### config.mk
export PLATFORM = sky130hd
export DESIGN_NAME = animation_frame_timeline_lookup_top_flat
export DESIGN_NICKNAME = d
export VERILOG_FILES = /design/src/rtl/core/afltl_pkg.sv /design/src/rtl/core/afltl_intf.sv /design/src/rtl/core/afltl_cum_cell.sv /design/src/rtl/core/afltl_step_cell.sv /design/src/rtl/core/afltl_frame_mem.sv /design/src/rtl/core/animation_frame_timeline_lookup_top.sv /design/src/flat_wrapper.sv
export SDC_FILE = /design/constraint.sdc
export NUM_CORES = 2
export LEC_CHECK = 0
export ABC_AREA = 0
export BUFFER_PORTS_ARGS = -buffer_cell sky130_fd_sc_hd__buf_2
export CAP_MARGIN = 10
export CORE_ASPECT_RATIO = 1.4
export CORE_MARGIN = 1
export CORE_UTILIZATION = 40
export DETAILED_ROUTE_END_ITERATION = 6
export PLACE_DENSITY = 0.62
export SLEW_MARGIN = 30
export SYNTH_ARGS = -nofsm -noshare
export SYNTH_HDL_FRONTEND = slang
export SYNTH_SLANG_ARGS = --single-unit
### constraint.sdc
create_clock -name clk_i -period 11.8 [get_ports clk_i]
set_clock_uncertainty 0.2 [all_clocks]
set_input_delay 2.36 -clock clk_i [delete_from_list [all_inputs] [get_ports clk_i]]
set_output_delay 2.36 -clock clk_i [all_outputs]
set_load 0.005 [all_outputs]
### src/rtl/core/afltl_pkg.sv
// Shared types and constants for the animation frame timeline lookup block.
// Holds the request codes, result status codes, register indexes and the frame record.
// No dependencies.
package afltl_pkg;

  localparam int unsigned MAX_FRAMES_DEF = 64;
  localparam int unsigned IDX_OUT_W      = 6;

  typedef enum logic [1:0] {
    ACT_APPEND = 2'd0,
    ACT_QUERY  = 2'd1,
    ACT_CLEAR  = 2'd2
  } action_e;

  typedef enum logic [1:0] {
    ST_OK    = 2'd0,
    ST_FULL  = 2'd1,
    ST_EMPTY = 2'd2
  } status_e;

  typedef enum logic [1:0] {
    CFG_OFFSET_X    = 2'd0,
    CFG_OFFSET_Y    = 2'd1,
    CFG_BASE_SPRITE = 2'd2
  } cfg_idx_e;

  typedef enum logic [2:0] {
    S_IDLE,
    S_CMP,
    S_SEARCH,
    S_LOAD,
    S_RESULT
  } state_e;

  typedef struct packed {
    logic [8:0]         width;
    logic [7:0]         height;
    logic signed [15:0] pivot_x;
    logic signed [15:0] pivot_y;
  } frame_rec_t;

  localparam logic signed [10:0] OFFSET_X_RST    = -11'sd4;
  localparam logic signed [10:0] OFFSET_Y_RST    = -11'sd8;
  localparam logic [15:0]        BASE_SPRITE_RST = 16'd0;

endpackage

### src/rtl/core/afltl_intf.sv
// Channel interfaces of the animation frame timeline lookup block.
// Request, result and register write channels, each with valid and ready.
// No dependencies.
interface afltl_req_if;
  logic               valid;
  logic               ready;
  logic [1:0]         action;
  logic [8:0]         frame_width;
  logic [7:0]         frame_height;
  logic signed [15:0] pivot_x;
  logic signed [15:0] pivot_y;
  logic [15:0]        duration;
  logic [31:0]        query_ticks;

  modport source (output valid, action, frame_width, frame_height, pivot_x, pivot_y,
                  duration, query_ticks, input ready);
  modport sink (input valid, action, frame_width, frame_height, pivot_x, pivot_y,
                duration, query_ticks, output ready);
endinterface

interface afltl_rsp_if;
  logic               valid;
  logic               ready;
  logic [1:0]         status;
  logic [5:0]         frame_index;
  logic [15:0]        sprite_number;
  logic signed [16:0] screen_x;
  logic signed [16:0] screen_y;
  logic [15:0]        total_ticks;

  modport source (output valid, status, frame_index, sprite_number, screen_x, screen_y,
                  total_ticks, input ready);
  modport sink (input valid, status, frame_index, sprite_number, screen_x, screen_y,
                total_ticks, output ready);
endinterface

interface afltl_cfg_if;
  logic        valid;
  logic        ready;
  logic [1:0]  index;
  logic [15:0] data;

  modport source (output valid, index, data, input ready);
  modport sink (input valid, index, data, output ready);
endinterface

### src/rtl/core/afltl_cum_cell.sv
// One cumulative end tick of the frame table with its own compare against the query tick.
// Depends on nothing; instantiated once per frame slot by the top level.
module afltl_cum_cell (
  input  logic        clk_i,
  input  logic        we_i,
  input  logic [15:0] cum_i,
  input  logic [31:0] tick_i,
  output logic        lt_o
);

  logic [15:0] cum_q;
  logic        lt_q;

  always_ff @(posedge clk_i) begin
    if (we_i) begin
      cum_q <= cum_i;
    end
    lt_q <= (tick_i < {16'd0, cum_q});
  end

  assign lt_o = lt_q;

endmodule

### src/rtl/core/afltl_step_cell.sv
// One halving step of the frame search; a row of these narrows lo and hi.
// Depends on afltl_pkg for the default table depth.
module afltl_step_cell #(
  parameter int unsigned MAX_FRAMES = afltl_pkg::MAX_FRAMES_DEF,
  localparam int unsigned IDX_W     = $clog2(MAX_FRAMES)
) (
  input  logic                  clk_i,
  input  logic                  rst_ni,
  input  logic                  vld_i,
  input  logic [IDX_W-1:0]      lo_i,
  input  logic [IDX_W-1:0]      hi_i,
  input  logic [MAX_FRAMES-1:0] lt_i,
  output logic                  vld_o,
  output logic [IDX_W-1:0]      lo_o,
  output logic [IDX_W-1:0]      hi_o
);

  logic             vld_q;
  logic [IDX_W-1:0] lo_q, lo_d;
  logic [IDX_W-1:0] hi_q, hi_d;
  logic [IDX_W:0]   sum;
  logic [IDX_W-1:0] mid;

  always_comb begin
    sum  = {1'b0, lo_i} + {1'b0, hi_i};
    mid  = sum[IDX_W:1];
    lo_d = lo_i;
    hi_d = hi_i;
    // Once the range has closed the step passes lo and hi on untouched.
    if (lo_i < hi_i) begin
      if (lt_i[mid]) begin
        hi_d = mid;
      end else begin
        lo_d = mid + IDX_W'(1);
      end
    end
  end

  always_ff @(posedge clk_i or negedge rst_ni) begin
    if (!rst_ni) begin
      vld_q <= 1'b0;
    end else begin
      vld_q <= vld_i;
    end
  end

  always_ff @(posedge clk_i) begin
    if (vld_i) begin
      lo_q <= lo_d;
      hi_q <= hi_d;
    end
  end

  assign vld_o = vld_q;
  assign lo_o  = lo_q;
  assign hi_o  = hi_q;

endmodule

### src/rtl/core/afltl_frame_mem.sv
// Frame record store: one write port for appends, one registered read port for lookups.
// Depends on afltl_pkg for the frame record type.
module afltl_frame_mem #(
  parameter int unsigned MAX_FRAMES = afltl_pkg::MAX_FRAMES_DEF,
  localparam int unsigned IDX_W     = $clog2(MAX_FRAMES)
) (
  input  logic                   clk_i,
  input  logic                   we_i,
  input  logic [IDX_W-1:0]       waddr_i,
  input  afltl_pkg::frame_rec_t  wdata_i,
  input  logic [IDX_W-1:0]       raddr_i,
  output afltl_pkg::frame_rec_t  rdata_o
);
  import afltl_pkg::*;

  frame_rec_t mem [MAX_FRAMES];
  frame_rec_t rdata_q;

  always_ff @(posedge clk_i) begin
    if (we_i) begin
      mem[waddr_i] <= wdata_i;
    end
  end

  always_ff @(posedge clk_i) begin
    rdata_q <= mem[raddr_i];
  end

  assign rdata_o = rdata_q;

endmodule

### src/rtl/core/animation_frame_timeline_lookup_top.sv
// Sprite animation frame table with tick-to-frame lookup.
// Request channel req_i carries append, query and clear requests; every append,
// query and clear gives one result on rsp_o, a request with the unused action code
// gives none. Registers offset_x, offset_y and base_sprite are written on cfg_i,
// which is always ready.
// Append, clear, full-table and empty-table requests pass their result through the
// result descriptor registers into the output register; then the next request can be
// taken. A query compares the tick against every stored end tick at once, then runs
// through a row of clog2(MAX_FRAMES) search cells and a registered read of the frame
// store, and its result passes through the result descriptor registers into the
// output register. One request is worked on at a time; the next is taken once the
// previous result sits in the output register, even while the receiver stalls it
// there.
// Reset empties the table (frame count and tick total to zero) and loads the
// register reset values; the frame store itself is not cleared.
module animation_frame_timeline_lookup_top #(
  parameter int unsigned MAX_FRAMES = afltl_pkg::MAX_FRAMES_DEF
) (
  input  logic         clk_i,
  input  logic         rst_ni,
  afltl_req_if.sink    req_i,
  afltl_rsp_if.source  rsp_o,
  afltl_cfg_if.sink    cfg_i
);
  import afltl_pkg::*;

  localparam int unsigned IDX_W = $clog2(MAX_FRAMES);
  localparam int unsigned CNT_W = $clog2(MAX_FRAMES + 1);
  localparam int unsigned NSTEP = IDX_W;

  state_e state_q, state_d;

  logic [CNT_W-1:0] count_q, count_d;
  logic [CNT_W-1:0] cnt_m1;
  logic [15:0]      total_q, total_d;
  logic [15:0]      app_total;
  logic [31:0]      t_q, t_d;

  logic signed [10:0] off_x_q;
  logic signed [10:0] off_y_q;
  logic [15:0]        base_q;

  logic             head_vld_q, head_vld_d;
  logic [IDX_W-1:0] head_lo_q, head_lo_d;
  logic [IDX_W-1:0] head_hi_q, head_hi_d;

  logic [MAX_FRAMES-1:0] lt;
  logic                  chain_vld [NSTEP+1];
  logic [IDX_W-1:0]      chain_lo  [NSTEP+1];
  logic [IDX_W-1:0]      chain_hi  [NSTEP+1];

  logic             mem_we;
  logic [IDX_W-1:0] slot;
  frame_rec_t       in_rec;
  frame_rec_t       mem_rdata;

  status_e          desc_status_q, desc_status_d;
  logic             desc_zero_q, desc_zero_d;
  logic [IDX_W-1:0] desc_slot_q, desc_slot_d;
  frame_rec_t       desc_rec_q, desc_rec_d;

  logic                         req_fire;
  logic                         load_out;
  logic                         out_vld_q, out_vld_d;
  logic [IDX_W+IDX_OUT_W-1:0]   slot_ext;
  logic [IDX_OUT_W-1:0]         idx6;
  logic signed [16:0]           sx, sy;
  logic [15:0]                  sprite;

  status_e            out_status_q;
  logic [5:0]         out_index_q;
  logic [15:0]        out_sprite_q;
  logic signed [16:0] out_sx_q;
  logic signed [16:0] out_sy_q;
  logic [15:0]        out_total_q;

  assign req_i.ready = (state_q == S_IDLE);
  assign req_fire    = req_i.valid && req_i.ready;
  assign cfg_i.ready = 1'b1;

  assign slot      = count_q[IDX_W-1:0];
  assign cnt_m1    = count_q - CNT_W'(1);
  assign app_total = total_q + req_i.duration;

  assign in_rec.width   = req_i.frame_width;
  assign in_rec.height  = req_i.frame_height;
  assign in_rec.pivot_x = req_i.pivot_x;
  assign in_rec.pivot_y = req_i.pivot_y;

  // Control sequencer.
  always_comb begin
    state_d       = state_q;
    count_d       = count_q;
    total_d       = total_q;
    t_d           = t_q;
    head_vld_d    = 1'b0;
    head_lo_d     = head_lo_q;
    head_hi_d     = head_hi_q;
    desc_status_d = desc_status_q;
    desc_zero_d   = desc_zero_q;
    desc_slot_d   = desc_slot_q;
    desc_rec_d    = desc_rec_q;
    mem_we        = 1'b0;
    load_out      = 1'b0;

    unique case (state_q)
      S_IDLE: begin
        if (req_fire) begin
          unique case (action_e'(req_i.action))
            ACT_APPEND: begin
              if (count_q == CNT_W'(MAX_FRAMES)) begin
                desc_status_d = ST_FULL;
                desc_zero_d   = 1'b1;
              end else begin
                mem_we        = 1'b1;
                total_d       = app_total;
                count_d       = count_q + CNT_W'(1);
                desc_status_d = ST_OK;
                desc_zero_d   = 1'b0;
                desc_slot_d   = slot;
                desc_rec_d    = in_rec;
              end
              state_d = S_RESULT;
            end
            ACT_QUERY: begin
              if (count_q == '0) begin
                desc_status_d = ST_EMPTY;
                desc_zero_d   = 1'b1;
                state_d       = S_RESULT;
              end else begin
                t_d     = req_i.query_ticks;
                state_d = S_CMP;
              end
            end
            ACT_CLEAR: begin
              count_d       = '0;
              total_d       = '0;
              desc_status_d = ST_OK;
              desc_zero_d   = 1'b1;
              state_d       = S_RESULT;
            end
            default: begin
            end
          endcase
        end
      end
      S_CMP: begin
        // The compare bits settle at this edge; a tick at or past the total
        // starts the search already closed on the last frame.
        head_vld_d = 1'b1;
        head_hi_d  = cnt_m1[IDX_W-1:0];
        head_lo_d  = (t_q >= {16'd0, total_q}) ? cnt_m1[IDX_W-1:0] : '0;
        state_d    = S_SEARCH;
      end
      S_SEARCH: begin
        if (chain_vld[NSTEP]) begin
          desc_slot_d = chain_lo[NSTEP];
          state_d     = S_LOAD;
        end
      end
      S_LOAD: begin
        desc_rec_d    = mem_rdata;
        desc_status_d = ST_OK;
        desc_zero_d   = 1'b0;
        state_d       = S_RESULT;
      end
      S_RESULT: begin
        if (!out_vld_q || rsp_o.ready) begin
          load_out = 1'b1;
          state_d  = S_IDLE;
        end
      end
      default: begin
        state_d = S_IDLE;
      end
    endcase
  end

  always_ff @(posedge clk_i or negedge rst_ni) begin
    if (!rst_ni) begin
      state_q    <= S_IDLE;
      count_q    <= '0;
      total_q    <= '0;
      head_vld_q <= 1'b0;
      out_vld_q  <= 1'b0;
    end else begin
      state_q    <= state_d;
      count_q    <= count_d;
      total_q    <= total_d;
      head_vld_q <= head_vld_d;
      out_vld_q  <= out_vld_d;
    end
  end

  always_ff @(posedge clk_i or negedge rst_ni) begin
    if (!rst_ni) begin
      off_x_q <= OFFSET_X_RST;
      off_y_q <= OFFSET_Y_RST;
      base_q  <= BASE_SPRITE_RST;
    end else if (cfg_i.valid) begin
      unique case (cfg_idx_e'(cfg_i.index))
        CFG_OFFSET_X:    off_x_q <= cfg_i.data[10:0];
        CFG_OFFSET_Y:    off_y_q <= cfg_i.data[10:0];
        CFG_BASE_SPRITE: base_q  <= cfg_i.data;
        default: begin
        end
      endcase
    end
  end

  always_ff @(posedge clk_i) begin
    t_q           <= t_d;
    head_lo_q     <= head_lo_d;
    head_hi_q     <= head_hi_d;
    desc_status_q <= desc_status_d;
    desc_zero_q   <= desc_zero_d;
    desc_slot_q   <= desc_slot_d;
    desc_rec_q    <= desc_rec_d;
  end

  // End tick cells, one per slot.
  for (genvar i = 0; i < MAX_FRAMES; i++) begin : g_cum
    afltl_cum_cell u_cum (
      .clk_i  (clk_i),
      .we_i   (mem_we && (slot == IDX_W'(i))),
      .cum_i  (app_total),
      .tick_i (t_q),
      .lt_o   (lt[i])
    );
  end

  // Search cell row.
  assign chain_vld[0] = head_vld_q;
  assign chain_lo[0]  = head_lo_q;
  assign chain_hi[0]  = head_hi_q;

  for (genvar s = 0; s < NSTEP; s++) begin : g_step
    afltl_step_cell #(
      .MAX_FRAMES (MAX_FRAMES)
    ) u_step (
      .clk_i  (clk_i),
      .rst_ni (rst_ni),
      .vld_i  (chain_vld[s]),
      .lo_i   (chain_lo[s]),
      .hi_i   (chain_hi[s]),
      .lt_i   (lt),
      .vld_o  (chain_vld[s+1]),
      .lo_o   (chain_lo[s+1]),
      .hi_o   (chain_hi[s+1])
    );
  end

  afltl_frame_mem #(
    .MAX_FRAMES (MAX_FRAMES)
  ) u_mem (
    .clk_i   (clk_i),
    .we_i    (mem_we),
    .waddr_i (slot),
    .wdata_i (in_rec),
    .raddr_i (chain_lo[NSTEP]),
    .rdata_o (mem_rdata)
  );

  // Result formatting.
  assign slot_ext = {{IDX_OUT_W{1'b0}}, desc_slot_q};
  assign idx6     = slot_ext[IDX_OUT_W-1:0];
  assign sprite   = base_q + {10'd0, idx6};
  assign sx = $signed({desc_rec_q.pivot_x[15], desc_rec_q.pivot_x})
            + $signed({9'd0, desc_rec_q.width[8:1]})
            + $signed({{6{off_x_q[10]}}, off_x_q});
  assign sy = $signed({desc_rec_q.pivot_y[15], desc_rec_q.pivot_y})
            + $signed({10'd0, desc_rec_q.height[7:1]})
            + $signed({{6{off_y_q[10]}}, off_y_q});

  always_comb begin
    out_vld_d = out_vld_q;
    if (load_out) begin
      out_vld_d = 1'b1;
    end else if (rsp_o.ready) begin
      out_vld_d = 1'b0;
    end
  end

  always_ff @(posedge clk_i) begin
    if (load_out) begin
      out_status_q <= desc_status_q;
      out_total_q  <= total_q;
      if (desc_zero_q) begin
        out_index_q  <= '0;
        out_sprite_q <= '0;
        out_sx_q     <= '0;
        out_sy_q     <= '0;
      end else begin
        out_index_q  <= idx6;
        out_sprite_q <= sprite;
        out_sx_q     <= sx;
        out_sy_q     <= sy;
      end
    end
  end

  assign rsp_o.valid         = out_vld_q;
  assign rsp_o.status        = out_status_q;
  assign rsp_o.frame_index   = out_index_q;
  assign rsp_o.sprite_number = out_sprite_q;
  assign rsp_o.screen_x      = out_sx_q;
  assign rsp_o.screen_y      = out_sy_q;
  assign rsp_o.total_ticks   = out_total_q;

endmodule

### src/flat_wrapper.sv
// flat-port wrapper written by rule: the top's interface ports become plain ports
module animation_frame_timeline_lookup_top_flat import afltl_pkg::*;
#(
  parameter int unsigned MAX_FRAMES = afltl_pkg::MAX_FRAMES_DEF
)
  (clk_i, rst_ni, req_i_valid, req_i_action, req_i_frame_width, req_i_frame_height, req_i_pivot_x, req_i_pivot_y, req_i_duration, req_i_query_ticks, req_i_ready, rsp_o_valid, rsp_o_status, rsp_o_frame_index, rsp_o_sprite_number, rsp_o_screen_x, rsp_o_screen_y, rsp_o_total_ticks, rsp_o_ready, cfg_i_valid, cfg_i_index, cfg_i_data, cfg_i_ready);
  afltl_req_if req_i_i ();
  afltl_rsp_if rsp_o_i ();
  afltl_cfg_if cfg_i_i ();
  input  logic clk_i;
  input  logic rst_ni;
  input wire logic [$bits(req_i_i.valid)-1:0] req_i_valid;
  input wire logic [$bits(req_i_i.action)-1:0] req_i_action;
  input wire logic [$bits(req_i_i.frame_width)-1:0] req_i_frame_width;
  input wire logic [$bits(req_i_i.frame_height)-1:0] req_i_frame_height;
  input wire logic [$bits(req_i_i.pivot_x)-1:0] req_i_pivot_x;
  input wire logic [$bits(req_i_i.pivot_y)-1:0] req_i_pivot_y;
  input wire logic [$bits(req_i_i.duration)-1:0] req_i_duration;
  input wire logic [$bits(req_i_i.query_ticks)-1:0] req_i_query_ticks;
  output wire logic [$bits(req_i_i.ready)-1:0] req_i_ready;
  output wire logic [$bits(rsp_o_i.valid)-1:0] rsp_o_valid;
  output wire logic [$bits(rsp_o_i.status)-1:0] rsp_o_status;
  output wire logic [$bits(rsp_o_i.frame_index)-1:0] rsp_o_frame_index;
  output wire logic [$bits(rsp_o_i.sprite_number)-1:0] rsp_o_sprite_number;
  output wire logic [$bits(rsp_o_i.screen_x)-1:0] rsp_o_screen_x;
  output wire logic [$bits(rsp_o_i.screen_y)-1:0] rsp_o_screen_y;
  output wire logic [$bits(rsp_o_i.total_ticks)-1:0] rsp_o_total_ticks;
  input wire logic [$bits(rsp_o_i.ready)-1:0] rsp_o_ready;
  input wire logic [$bits(cfg_i_i.valid)-1:0] cfg_i_valid;
  input wire logic [$bits(cfg_i_i.index)-1:0] cfg_i_index;
  input wire logic [$bits(cfg_i_i.data)-1:0] cfg_i_data;
  output wire logic [$bits(cfg_i_i.ready)-1:0] cfg_i_ready;
  assign req_i_i.valid = req_i_valid;
  assign req_i_i.action = req_i_action;
  assign req_i_i.frame_width = req_i_frame_width;
  assign req_i_i.frame_height = req_i_frame_height;
  assign req_i_i.pivot_x = req_i_pivot_x;
  assign req_i_i.pivot_y = req_i_pivot_y;
  assign req_i_i.duration = req_i_duration;
  assign req_i_i.query_ticks = req_i_query_ticks;
  assign req_i_ready = req_i_i.ready;
  assign rsp_o_valid = rsp_o_i.valid;
  assign rsp_o_status = rsp_o_i.status;
  assign rsp_o_frame_index = rsp_o_i.frame_index;
  assign rsp_o_sprite_number = rsp_o_i.sprite_number;
  assign rsp_o_screen_x = rsp_o_i.screen_x;
  assign rsp_o_screen_y = rsp_o_i.screen_y;
  assign rsp_o_total_ticks = rsp_o_i.total_ticks;
  assign rsp_o_i.ready = rsp_o_ready;
  assign cfg_i_i.valid = cfg_i_valid;
  assign cfg_i_i.index = cfg_i_index;
  assign cfg_i_i.data = cfg_i_data;
  assign cfg_i_ready = cfg_i_i.ready;
  animation_frame_timeline_lookup_top #(.MAX_FRAMES(MAX_FRAMES)) u_core (.clk_i(clk_i), .rst_ni(rst_ni), .req_i(req_i_i), .rsp_o(rsp_o_i), .cfg_i(cfg_i_i));
endmodule
==> flow_summary.yaml <==
cells_and_area:
  nNetsFinal: 12400
  drive_gt1_share_pct: 21.9
  areaGrowthSynthToFinish_pct: 13.3
  finish.utilization_pct: 45.6
  fin_cells: 17900
yosys:
  synth-edff-count: 4272
  yosysUniqueCellTypes: 90
  synthFlopType: "sky130_fd_sc_hd__edfxtp_1"
  yosys-top-cells-count: "sky130_fd_sc_hd__edfxtp_1, sky130_fd_sc_hd__ha_1, sky130_fd_sc_hd__inv_1, sky130_fd_sc_hd__mux4_2, sky130_fd_sc_hd__nor2_1"
  yosys.area.top_type_share_pct: 66.7
  synthTopCellsByArea: "sky130_fd_sc_hd__edfxtp_1, sky130_fd_sc_hd__mux4_2, sky130_fd_sc_hd__ha_1"
  synth-seq-cells: 4455
  synth_nets: 11800
  yosysWarningCount: 0
  synth_seq_area_share_pct: 68.8
  synth_cells: 10600
  synthDominantAreaCellType: "sky130_fd_sc_hd__edfxtp_1"
  syn_avg_cell_area_um2: 18.2
  post_synth_instance_area_um2: 192000
  yosys.cell_count.top_type: "sky130_fd_sc_hd__edfxtp_1"
  async_flop_share_pct: 1.62
power:
  cellLeakagePower_nw: 76.1
  switching_power_as_a_share_of_total_power_pct: 28.4
  power.share.combinational_pct: 19.2
  p_total_mw: 41.1
  power.internal_mw: 29.5
  sequentialPowerShare_pct: 46.3
  worst_ir_drop_vdd_mv: 0.261
  powerDensity_nw_per_um2: 189
  clkPwrFrac_pct: 34.5
  p_switching_mw: 11.7
worst_setup_path:
  timing.critical_path.buf_inv: 2
  timing.critical_path.from_type: "input port"
  worstPathMaxFanout: 43
  end_kind: "flop"
  critical-path-top-delay-family: "compound AO/OA/AOI/OAI gates"
  timing_worst_setup_path_type: "in2reg"
  worstPathArrival_ns: 7.21
  timing.critical_path.cells: "buf_2 -> ha_4 -> fa_4 -> a211o_1 -> a21oi_1 -> o21ai_0 -> a41oi_1 -> a21oi_1 -> nor2_1 -> o21ai_0 -> xor2_4 -> buf_4"
  largest_stage_delay_on_the_critical_path_ns: 0.76
  cell_with_the_biggest_individual_delay_on_the_critical_path: "sky130_fd_sc_hd__xor2_4"
  setup.reg_to_reg.worst_slack_ns: 6.07
  timing.critical_path.required_ns: 12.25
place:
  place_worst_setup_slack_ns: 4.18
  placedCellCount: 17000
  detailedPlacementHpwl_mm: 313
  finalWeightedCongestion: 0.896
  io_buffer_count: 195
clock_tree:
  cts.sinks: 4455
  postCtsHoldBufs: 0
  clock_tree_from_tritoncts: "done"
  clk_root_buffer_cell: "sky130_fd_sc_hd__clkbuf_16"
  postCtsResizedCells: 0
  clkTransAtPathRegs_ns: 0.06
  htree_levels: 5
  cts_setup_buffers: 0
  clk-insertion-delay-late_ns: 1.06
  ctsLongestPathBuffers: 4
  cts_made_buffers: 427
sta:
  finalWorstPathRequiredPeriod_ns: 6.76
  final.period_utilization_pct: 57.3
  setup_total_negative_slack_ns: 0
  postLayoutSetupSlackWorst_ns: 5.04
  report.final.hold_viol_count: 0
  setup_violations: 0
  slew_headroom_pct: 27.8
  final_max_slew_viol_count: 0
  tightest_slew_ns: 1.08
  maxClockFrequency_mhz: 148
  unrepaired_setup_endpoints_after_global_routing: "no"
detailed_routing:
  drt_first_iter_violations: 10300
  ant_nets: 0
  vias: 101000
  totalWireLength_mm: 523
  routedWlPerCell_um: 29.3
  firstDrtPassIters: 7
  drt_drc: 0
  vias_per_cell: 5.68
grt:
  grt_max_degree: 151
  global_route.overflow_total: 0
  grt.total_usage_pct: 21.4
  first_pass_grt_wire_length_mm: 746
  vias_in_the_first_global_route: 106000
  grt_antenna_before_repair: 56
die:
  core_um2: 477000
  die_h_um: 822
  design.die.area_um2: 483000
  floorplan.io_pins: 199
  initial_standard_cell_utilization_of_the_core_pct: 40.3
  rows: 300
  chipWidth_um: 588
run_status:
  status: "completed"
flow_run:
  max_cap_violations: 0
worst_hold_path:
  worst_hold_path_type: "reg2reg"
-- logic make-up after synthesis --
| logic type | after synthesis | synth area share [%] |
|---|---|---|
| compound gates | 1152 | 3.87 |
| xor+xnor | 94 | 0.477 |
| fa+ha+maj | 1145 | 7.55 |
| buf+inv | 1392 | 2.76 |
| flops | 4455 | 68.8 |
| mux | 1288 | 13.7 |
| other cells | 1 | 0.00195 |
| simple gates | 1036 | 2.79 |
-- per-layer routing --
layer  routed length, um  part of all wire [%]  vias up  global-route usage [%]
li1                    -                     -    43100                       -
met1              199000                    38    53500                    26.5
met2              265000                    51     3830                    37.3
met3               36400                   7.0     1003                    3.72
met4               22000                   4.2       22                    8.20
met5                 145                 0.028        -                       0
-- path summary, 6_finish.rpt --
check / startpoint / end / cells after the start
max in group asynchronous: rst_ni / u_core.off_y_q[2] / 2
worst max-delay path: req_i_duration[0] / u_core.g_cum[12].u_cum.cum_q[14] / 12
worst min-delay path: u_core.total_q[4] / u_core.rsp_o.total_ticks[4] / 0
worst min register to register: u_core.total_q[4] / u_core.rsp_o.total_ticks[4] / 0
min in group asynchronous: rst_ni / u_core.state_q[2] / 1
worst max register to register: u_core.total_q[1] / u_core.g_cum[12].u_cum.cum_q[14] / 10
-- power by group through the flow --
stage	clock network [mW]	logic, mW	registers (mW)
2_1_floorplan	0	4.30	19.3
3_3_place_gp	0	7.75	19.4
6_report	14.2	7.90	19.0
5_1_grt	15.0	8.36	19.0
3_5_place_dp	0	7.89	19.4
4_1_cts	14.4	7.93	19.0
-- state kept, by name, summed over array words and instances, names as in the netlist, 6 cells and up --
| signal | count |
|---|---|
| u_core.base_q | 16 |
| u_core.count_q | 7 |
| u_core.desc_rec_q | 47 |
| u_core.desc_slot_q | 6 |
| u_core.g_cum.u_cum.cum_q | 1024 |
| u_core.g_cum.u_cum.lt_o | 64 |
| u_core.g_step.u_step.hi_o | 30 |
| u_core.g_step.u_step.lo_o | 36 |
| u_core.g_step.u_step.vld_o | 6 |
| u_core.head_hi_q | 6 |
| u_core.head_lo_q | 6 |
| u_core.off_x_q | 11 |
| u_core.off_y_q | 11 |
| u_core.rsp_o.frame_index | 6 |
| u_core.rsp_o.screen_x | 17 |
| u_core.rsp_o.screen_y | 17 |
| u_core.rsp_o.sprite_number | 16 |
| u_core.rsp_o.total_ticks | 16 |
| u_core.t_q | 32 |
| u_core.total_q | 16 |
| u_core.u_mem.mem | 3008 |
| u_core.u_mem.rdata_o | 47 |
-- cell usage in the layout (no fill, tap or decap), types with 162 or more instances in the layout --
master                      count
sky130_fd_sc_hd__nor2b_1      162
sky130_fd_sc_hd__o21ai_0      313
sky130_fd_sc_hd__ha_1        1119
sky130_fd_sc_hd__inv_1       1073
sky130_fd_sc_hd__nor2_1       263
sky130_fd_sc_hd__clkbuf_16    435
sky130_fd_sc_hd__buf_4        211
sky130_fd_sc_hd__a21oi_1      335
sky130_fd_sc_hd__buf_2        183
sky130_fd_sc_hd__edfxtp_1    4272
sky130_fd_sc_hd__mux4_2      1060
-- metrics by stage --
stage	cell area, um^2	hold slack, ns
6_report	218000	0.299
5_1_grt	218000	0.323
4_1_cts	217000	0.311
3_5_place_dp	203000	0.282
3_3_place_gp	203000	0.272
2_1_floorplan	192000	0.200
-- layout make-up --
class	instances	area [um^2]
inverters	1084	4070
repair buffers	446	3390
diodes	27	67.6
fillers	40300	260000
clock buffers	544	11600
well taps	6342	7940
flip-flops and latches	4455	132000
multi-input cells	4716	55500
clock inverters	245	2880
(Power assumes the default switching activity.)
